**src/rtl/core/lru_pfc_pkg.sv**
```systemverilog
// Package for the LRU page frame cache: sizes, operation codes and the
// command record passed from the front end to the back end. No dependencies.
package lru_pfc_pkg;
    localparam int NUM_FRAMES = 16;
    localparam int DISK_BITS  = 4;
    localparam int PAGE_BITS  = 32;
    localparam int FRAME_BITS = $clog2(NUM_FRAMES);
    localparam int CNT_BITS   = $clog2(NUM_FRAMES + 1);
    localparam int QUEUE_DEPTH = 2;
    localparam int QPTR_BITS  = $clog2(QUEUE_DEPTH);

    localparam logic OP_REQUEST = 1'b0;
    localparam logic OP_FLUSH   = 1'b1;

    typedef struct packed {
        logic                 operation;
        logic [DISK_BITS-1:0] disk_id;
        logic [PAGE_BITS-1:0] page_id;
    } cmd_t;
endpackage

```
**src/rtl/core/lru_pfc_front.sv**
```systemverilog
// Front end: takes command beats and holds them in a short queue for the
// back end. Depends on lru_pfc_pkg.
module lru_pfc_front
(
    input  logic                clk,
    input  logic                rst_n,
    input  logic                push,
    input  lru_pfc_pkg::cmd_t   push_cmd,
    output logic                full,
    input  logic                pop,
    output logic                pop_valid,
    output lru_pfc_pkg::cmd_t   pop_cmd
);
    lru_pfc_pkg::cmd_t mem_reg [lru_pfc_pkg::QUEUE_DEPTH];
    logic [lru_pfc_pkg::QPTR_BITS-1:0] wptr_reg, rptr_reg;
    logic [lru_pfc_pkg::QPTR_BITS:0]   cnt_reg;

    assign full      = (cnt_reg == (lru_pfc_pkg::QPTR_BITS + 1)'(lru_pfc_pkg::QUEUE_DEPTH));
    assign pop_valid = (cnt_reg != '0);
    assign pop_cmd   = mem_reg[rptr_reg];

    always_ff @(posedge clk)
    begin
        if (push)
            mem_reg[wptr_reg] <= push_cmd;
    end

    always_ff @(posedge clk or negedge rst_n)
    begin
        if (!rst_n)
        begin
            wptr_reg <= '0;
            rptr_reg <= '0;
            cnt_reg  <= '0;
        end
        else
        begin
            if (push) wptr_reg <= wptr_reg + 1'b1;
            if (pop)  rptr_reg <= rptr_reg + 1'b1;
            cnt_reg <= cnt_reg + {1'b0, push} - {1'b0, pop};
        end
    end
endmodule

```
**src/rtl/core/lru_pfc_back.sv**
```systemverilog
// Back end: tag store, recency ranks and the lookup/update sequencer.
// Depends on lru_pfc_pkg.
module lru_pfc_back
(
    input  logic                clk,
    input  logic                rst_n,
    input  logic                cmd_valid,
    input  lru_pfc_pkg::cmd_t   cmd,
    output logic                cmd_pop,
    output logic                strobe,
    output logic [lru_pfc_pkg::FRAME_BITS-1:0] frame,
    output logic                hit,
    output logic                need_read,
    output logic                evict_valid,
    output logic [lru_pfc_pkg::DISK_BITS-1:0] evict_disk,
    output logic [lru_pfc_pkg::PAGE_BITS-1:0] evict_page,
    output logic                last
);
    localparam int N  = lru_pfc_pkg::NUM_FRAMES;
    localparam int FB = lru_pfc_pkg::FRAME_BITS;

    typedef enum logic [2:0] {
        ST_IDLE   = 3'b001,
        ST_UPDATE = 3'b010,
        ST_FLUSH  = 3'b100
    } state_t;

    state_t state_reg, state_next;
    lru_pfc_pkg::cmd_t cur_reg;

    // phase bit inside ST_UPDATE: 0 = lookup, 1 = update
    logic phase_reg;

    logic [N-1:0]                       valid_reg;
    logic [lru_pfc_pkg::DISK_BITS-1:0]  disk_reg [N];
    logic [lru_pfc_pkg::PAGE_BITS-1:0]  page_reg [N];
    logic [FB-1:0]                      rank_reg [N];

    // lookup results, registered between the lookup and update phases
    logic          hit_reg, free_reg;
    logic [FB-1:0] hit_idx_reg, free_idx_reg, lru_idx_reg, hit_rank_reg;

    logic [N-1:0]  match;
    logic          any_hit, any_free;
    logic [FB-1:0] hit_idx, free_idx, lru_idx;

    always_comb
    begin
        any_hit  = 1'b0;
        any_free = 1'b0;
        hit_idx  = '0;
        free_idx = '0;
        lru_idx  = '0;
        for (int i = 0; i < N; i++)
        begin
            match[i] = valid_reg[i] && disk_reg[i] == cur_reg.disk_id
                       && page_reg[i] == cur_reg.page_id;
            if (match[i])
            begin
                any_hit = 1'b1;
                hit_idx = FB'(i);
            end
            // least recent has rank N-1 when the pool is full
            if (valid_reg[i] && rank_reg[i] == FB'(N - 1))
                lru_idx = FB'(i);
        end
        for (int i = N - 1; i >= 0; i--)
        begin
            if (!valid_reg[i])
            begin
                any_free = 1'b1;
                free_idx = FB'(i);
            end
        end
    end

    // flush scan: lowest valid frame
    logic          scan_any;
    logic [FB-1:0] scan_idx;
    logic [N-1:0]  scan_rest;
    always_comb
    begin
        scan_any = 1'b0;
        scan_idx = '0;
        for (int i = N - 1; i >= 0; i--)
        begin
            if (valid_reg[i])
            begin
                scan_any = 1'b1;
                scan_idx = FB'(i);
            end
        end
        scan_rest = valid_reg & ~(N'(1) << scan_idx);
    end

    logic [FB-1:0] tgt;
    assign tgt = hit_reg ? hit_idx_reg : (free_reg ? free_idx_reg : lru_idx_reg);

    assign cmd_pop = (state_reg == ST_IDLE) && cmd_valid;

    always_comb
    begin
        state_next = state_reg;
        case (state_reg)
            ST_IDLE:
                if (cmd_valid)
                    state_next = (cmd.operation == lru_pfc_pkg::OP_FLUSH) ? ST_FLUSH
                                                                          : ST_UPDATE;
            ST_UPDATE:
                if (phase_reg)
                    state_next = ST_IDLE;
            ST_FLUSH:
                if (scan_rest == '0) state_next = ST_IDLE;
            default: state_next = ST_IDLE;
        endcase
    end

    always_ff @(posedge clk)
    begin
        if (cmd_pop)
            cur_reg <= cmd;
        if (state_reg == ST_UPDATE && !phase_reg)
        begin
            hit_reg      <= any_hit;
            free_reg     <= any_free;
            hit_idx_reg  <= hit_idx;
            free_idx_reg <= free_idx;
            lru_idx_reg  <= lru_idx;
            hit_rank_reg <= rank_reg[hit_idx];
        end
        if (state_reg == ST_UPDATE && phase_reg)
        begin
            for (int i = 0; i < N; i++)
            begin
                if (hit_reg)
                begin
                    if (valid_reg[i] && rank_reg[i] < hit_rank_reg)
                        rank_reg[i] <= rank_reg[i] + 1'b1;
                end
                else if (valid_reg[i] && FB'(i) != tgt)
                    rank_reg[i] <= rank_reg[i] + 1'b1;
            end
            rank_reg[tgt] <= '0;
            if (!hit_reg)
            begin
                disk_reg[tgt] <= cur_reg.disk_id;
                page_reg[tgt] <= cur_reg.page_id;
            end
        end
        // result payload
        if (state_reg == ST_UPDATE && phase_reg)
        begin
            frame       <= tgt;
            hit         <= hit_reg;
            need_read   <= !hit_reg;
            evict_valid <= !hit_reg && !free_reg;
            evict_disk  <= (!hit_reg && !free_reg) ? disk_reg[tgt] : '0;
            evict_page  <= (!hit_reg && !free_reg) ? page_reg[tgt] : '0;
            last        <= 1'b1;
        end
        else if (state_reg == ST_FLUSH)
        begin
            frame       <= scan_idx;
            hit         <= 1'b0;
            need_read   <= 1'b0;
            evict_valid <= scan_any;
            evict_disk  <= scan_any ? disk_reg[scan_idx] : '0;
            evict_page  <= scan_any ? page_reg[scan_idx] : '0;
            last        <= (scan_rest == '0);
        end
    end

    always_ff @(posedge clk or negedge rst_n)
    begin
        if (!rst_n)
        begin
            state_reg <= ST_IDLE;
            phase_reg <= 1'b0;
            valid_reg <= '0;
            strobe    <= 1'b0;
        end
        else
        begin
            strobe <= (state_reg == ST_FLUSH) || (state_reg == ST_UPDATE && phase_reg);
            if (state_reg == ST_UPDATE)
                phase_reg <= !phase_reg;
            state_reg <= state_next;
            if (state_reg == ST_UPDATE && phase_reg)
                valid_reg[tgt] <= 1'b1;
            if (state_reg == ST_FLUSH)
                valid_reg <= scan_rest;
        end
    end
endmodule

```
**src/rtl/core/lru_page_frame_cache_unit.sv**
```systemverilog
// Top level of the LRU page frame cache: front-end queue plus back end.
// Depends on lru_pfc_pkg, lru_pfc_front and lru_pfc_back.
//
// Usage:
//   Command channel: drive operation/disk_id/page_id with start; the beat
//   is taken at a clock edge where start is high and busy is low. busy
//   rises while the two-entry command queue is full.
//   Result channel: each result beat shows for one cycle with done high;
//   the receiver cannot stall and must take it.
//   A request gives one result after acceptance (queue, lookup, update);
//   the back end takes no new request until the last one has passed the
//   lookup and rank-update steps of the back-end sequencer.
//   A flush gives one beat per occupied frame in ascending frame order, one
//   a cycle, last marked; an empty pool gives one beat with evict_valid 0.
//   Reset empties the queue and marks every frame free; no clearing pass.
module lru_page_frame_cache_unit
(
    input  logic                                clk,
    input  logic                                rst_n,
    input  logic                                start,
    output logic                                busy,
    input  logic                                operation,
    input  logic [lru_pfc_pkg::DISK_BITS-1:0]   disk_id,
    input  logic [lru_pfc_pkg::PAGE_BITS-1:0]   page_id,
    output logic                                done,
    output logic [lru_pfc_pkg::FRAME_BITS-1:0]  frame,
    output logic                                hit,
    output logic                                need_read,
    output logic                                evict_valid,
    output logic [lru_pfc_pkg::DISK_BITS-1:0]   evict_disk,
    output logic [lru_pfc_pkg::PAGE_BITS-1:0]   evict_page,
    output logic                                last
);
    lru_pfc_pkg::cmd_t in_cmd, q_cmd;
    logic q_full, q_valid, q_pop;

    assign in_cmd = '{operation: operation, disk_id: disk_id, page_id: page_id};
    assign busy   = q_full;

    lru_pfc_front u_front
    (
        .clk       (clk),
        .rst_n     (rst_n),
        .push      (start && !q_full),
        .push_cmd  (in_cmd),
        .full      (q_full),
        .pop       (q_pop),
        .pop_valid (q_valid),
        .pop_cmd   (q_cmd)
    );

    lru_pfc_back u_back
    (
        .clk         (clk),
        .rst_n       (rst_n),
        .cmd_valid   (q_valid),
        .cmd         (q_cmd),
        .cmd_pop     (q_pop),
        .strobe      (done),
        .frame       (frame),
        .hit         (hit),
        .need_read   (need_read),
        .evict_valid (evict_valid),
        .evict_disk  (evict_disk),
        .evict_page  (evict_page),
        .last        (last)
    );
endmodule

```
**config.mk**
```make
export PLATFORM = sky130hd
export DESIGN_NAME = lru_page_frame_cache_unit
export DESIGN_NICKNAME = d
export VERILOG_FILES = /design/src/rtl/core/lru_pfc_pkg.sv /design/src/rtl/core/lru_pfc_front.sv /design/src/rtl/core/lru_pfc_back.sv /design/src/rtl/core/lru_page_frame_cache_unit.sv
export SDC_FILE = /design/constraint.sdc
export NUM_CORES = 2
export LEC_CHECK = 0
export BUFFER_PORTS_ARGS = -buffer_cell sky130_fd_sc_hd__buf_2
export CAP_MARGIN = 20
export CORE_ASPECT_RATIO = 1.75
export CORE_MARGIN = 4
export CORE_UTILIZATION = 35
export CTS_CLUSTER_DIAMETER = 40
export DETAILED_ROUTE_END_ITERATION = 12
export HOLD_SLACK_MARGIN = 0.02
export PLACE_DENSITY = 0.55
export SETUP_SLACK_MARGIN = 0.1
export SYNTH_ARGS = -nofsm -noshare
export SYNTH_HDL_FRONTEND = slang
export SYNTH_SLANG_ARGS = --single-unit
export TNS_END_PERCENT = 50
```
**constraint.sdc**
```tcl
create_clock -name clk -period 6.4 [get_ports clk]
set_input_delay 0.32 -clock clk [delete_from_list [all_inputs] [get_ports clk]]
set_output_delay 0.32 -clock clk [all_outputs]
set_load 0.03 [all_outputs]
```
==> impl_results.md <==
* Clock sinks at 837
* Placed standard-cell area at between 0.05 and 0.06 mm2
* Final Wtd Congestion at about 1.1
* Starting density of the core at 35.2%
* Fin Setup TNS at 0 ns
* Worst vdd ir at about 0.66 mV
* Fmax at between 150 and 200 MHz
* Power share of the sequential group at 22.2%
* I/O Pins at 86
* Layout cells sized above 1 at 16.5%
* Full die area at 0.144 mm2
* Netlist cell types at 88
* Syn Nets at 4403
* Post-CTS setup buffer count at 0
* Drt total wl at 277 mm
* CTS tree: done
* Hold WS at slightly below 0.2 ns
* Finish-stage setup viols at 0
* Initial antenna violation count at 18
* Routed Antenna Nets at 0
* Syn Std Cell Area at 0.0484 mm2
* Synth Flop Type: edfxtp_1
* Power per cell area at between 600 and 700 mW/mm2
* Post-route clock skew at 0.0343 ns
* # Max-Cap Violations at 0
* IO buf count at 85
* Detailed-route DRC error count at 0
* DIE HEIGHT at 500 um
* Comb pwr share at 59.5%
* Layout Cell Area excl Fill at ~0.057 mm2
* Pleak at around 0.02 uW
* Asr flop ratio synth at around 3%
* WL/cell at 43.1 um
* Clk pwr share at 18.2%
* Post-Syn Area per Cell at around 11 um2
* Yosys warning count at 0
* EDFF count, synth at around 750
* CP Capture Type: flop
* Hold WC Path Type: input pin to asynchronous set/reset pin
* Root Buffer: clkbuf_16
* Worst-margin pin slew at approximately 1.4 ns
* Flip-flop and latch area at approximately 0.024 mm2
* Maximum clock path buffer count at 3
* Global-route wire length before repair at 366 mm
* Core Box Area at between 0.1 and 0.15 mm2
* Tot GR Track Use at 38.0%
* Post-synthesis sequential area ratio at 50.4%
* Net Sw Power at 19400 uW
* RSZ-0062 raised after global routing: no
* Critical-path maximum fanout at 14
* Worst endpoint required time at 6.90 ns
* Final slew viol count at 0
* Nets at approximately 4600
* Vias per Instance at 6.28
* FF+latch count, synth at 837
* Internal power at 16800 uW
* Number of flip-flops in the largest register at between 500 and 600
* Initial DRC count at 4706
* Post-DP HPWL at 212 mm
* Grt total ovfl at 0
* Number of global-route vias before repair at 39900
* Via count at 40400
* Critical Path AT at 6.25 ns
* Switching power share of the total at 53.5%
* Fill cells at 13200
* Placement row count at 180
* Crit path time final at 5.76 ns
* H-tree Lvls at 3
* Critical path class: flop to flop
* Drt first pass iters at 5
* Worst-Skew Late Latency at 0.77 ns
* Cts bufs inserted at between 100 and 150
* Area Growth Syn to Fin at 17.1%
* Cells after Synth at 4297
* Clk pin slew, worst setup/hold paths at 0.06 ns
* Outcome: complete, no violations
* Largest net degree at the start of global routing at 74
* Area of the multi-input gates at 0.0230 mm2
* Slew headroom at 8.30%
* Die Wd at 289 um
* Worst setup SP type: flop
* Tcrit/Tclk final at 90.0%
* Final count of hold timing violations at 0
worst paths after layout:
kind / start / end / slack, ns / depth (start not counted)
max: u_back.cur_reg[15] / u_back.hit_rank_reg[3] / 0.64 / 12
min: rst_n / u_front.wptr_reg / 0.20 / 2
max reg2reg: u_back.cur_reg[15] / u_back.hit_rank_reg[3] / 0.64 / 12
min reg2reg: u_back.last / u_back.last / 0.50 / 1
max in group asynchronous: rst_n / u_back.valid_reg[11] / 5.60 / 2
min in group clk: page_id[14] / u_front.mem_reg[1][14] / 0.27 / 2
cells in the final DEF, fill, tap and decap left out, types with 28 or more instances in the layout:
cell and instances:
ha_1 66, a32oi_1 37, buf_2 89, dfxtp_1 65
nand3_1 246, dlygate4sd3_1 39, clkbuf_16 114, xnor2_1 283
mux2_2 40, nand2_1 637, a31oi_1 37, mux2i_1 176
buf_4 217, a21oi_1 103, xor2_1 310, nor4_1 138
nand4_1 191, inv_1 51, edfxtp_1 747, nor2_1 162
nor3_1 56, o21ai_0 97, and3_1 28, nand2b_1 70
mux4_2 144
synthesized netlist by cell type (all sizes together) (41+ instances only):
master,n,area (um2)
a21oi,105,529
buf,112,558
clkbuf,161,604
dfxtp,65,1300
edfxtp,747,22400
ha,66,826
inv,51,191
mux2,41,462
mux2i,176,1760
mux4,144,3240
nand2,639,2400
nand2b,70,438
nand3,247,1250
nand4,192,1210
nor2,179,674
nor3,64,325
nor4,139,876
o21ai,106,531
xnor2,288,2520
xor2,310,2720
kinds of logic after synthesis:
kind of cell	count (synthesis)	share of synthesized area, %
AO/OA/AOI/OAI	438	5.97
flip-flops	837	50.4
XOR/XNOR	598	10.8
adder cells (fa/ha/maj)	68	1.75
AND/OR/NAND/NOR	1671	17.0
multiplexers	361	11.3
buffers and inverters	324	2.80
what timing repair did:
action,CTS,global route
hold buffers,39,0
resized for setup,0,0
endpoints found under the hold margin,99,0
endpoints found under the setup margin,0,0
per-layer routing:
layer,share of wire (%),wire (um),vias to the layer above,global-route usage (%)
li1,-,-,16600,-
met1,30,83000,20300,36.1
met2,48,133000,2543,62.6
met3,6.9,19100,1018,8.20
met4,15,42600,4,44.5
met5,0.0076,21,-,0.171
stage by stage:
step / instances / total power [uW] / utilization (%) / worst slack [ns]
floorplan: 4297 / 18300 / - / 1.11
global placement: 6158 / 28800 / 37.9 / 0.754
detailed placement: 6164 / 28800 / 38.0 / 0.897
CTS: 6413 / 35400 / 41.1 / 0.851
global route: 6424 / 36700 / 41.2 / 0.637
finish: 6438 / 36200 / 41.2 / 0.642
power groups by stage:
stage	Combinational [uW]	Clock [uW]	Sequential [uW]
floorplan	10200	0	8030
global route	21800	6900	8070
global placement	20700	0	8120
detailed placement	20600	0	8130
CTS	20700	6650	8020
finish	21500	6600	8040
final cells by class:
cell class	instances	area share, %
multi-input combinational	3136	40.6
clock inverter	81	1.66
sequential	837	43.0
clock buffer	129	5.19
inverter	51	0.338
antenna	15	0.0663
timing repair buffer	369	5.14
tap	1820	4.02
worst max-delay path: stages, from the launching register on:
cell and delay (ns):
edfxtp_1 0.83, xor2_1 0.32, nor4_1 0.66, nand4_1 0.34, or4_1 0.59, o211ai_1 0.47, a311o_1 0.57, nand2_1 0.52
buf_4 0.34, o31ai_1 0.40, nand2b_1 0.10, a21oi_1 0.25, a21oi_1 0.06
Power figures use the tool's default switching activity.
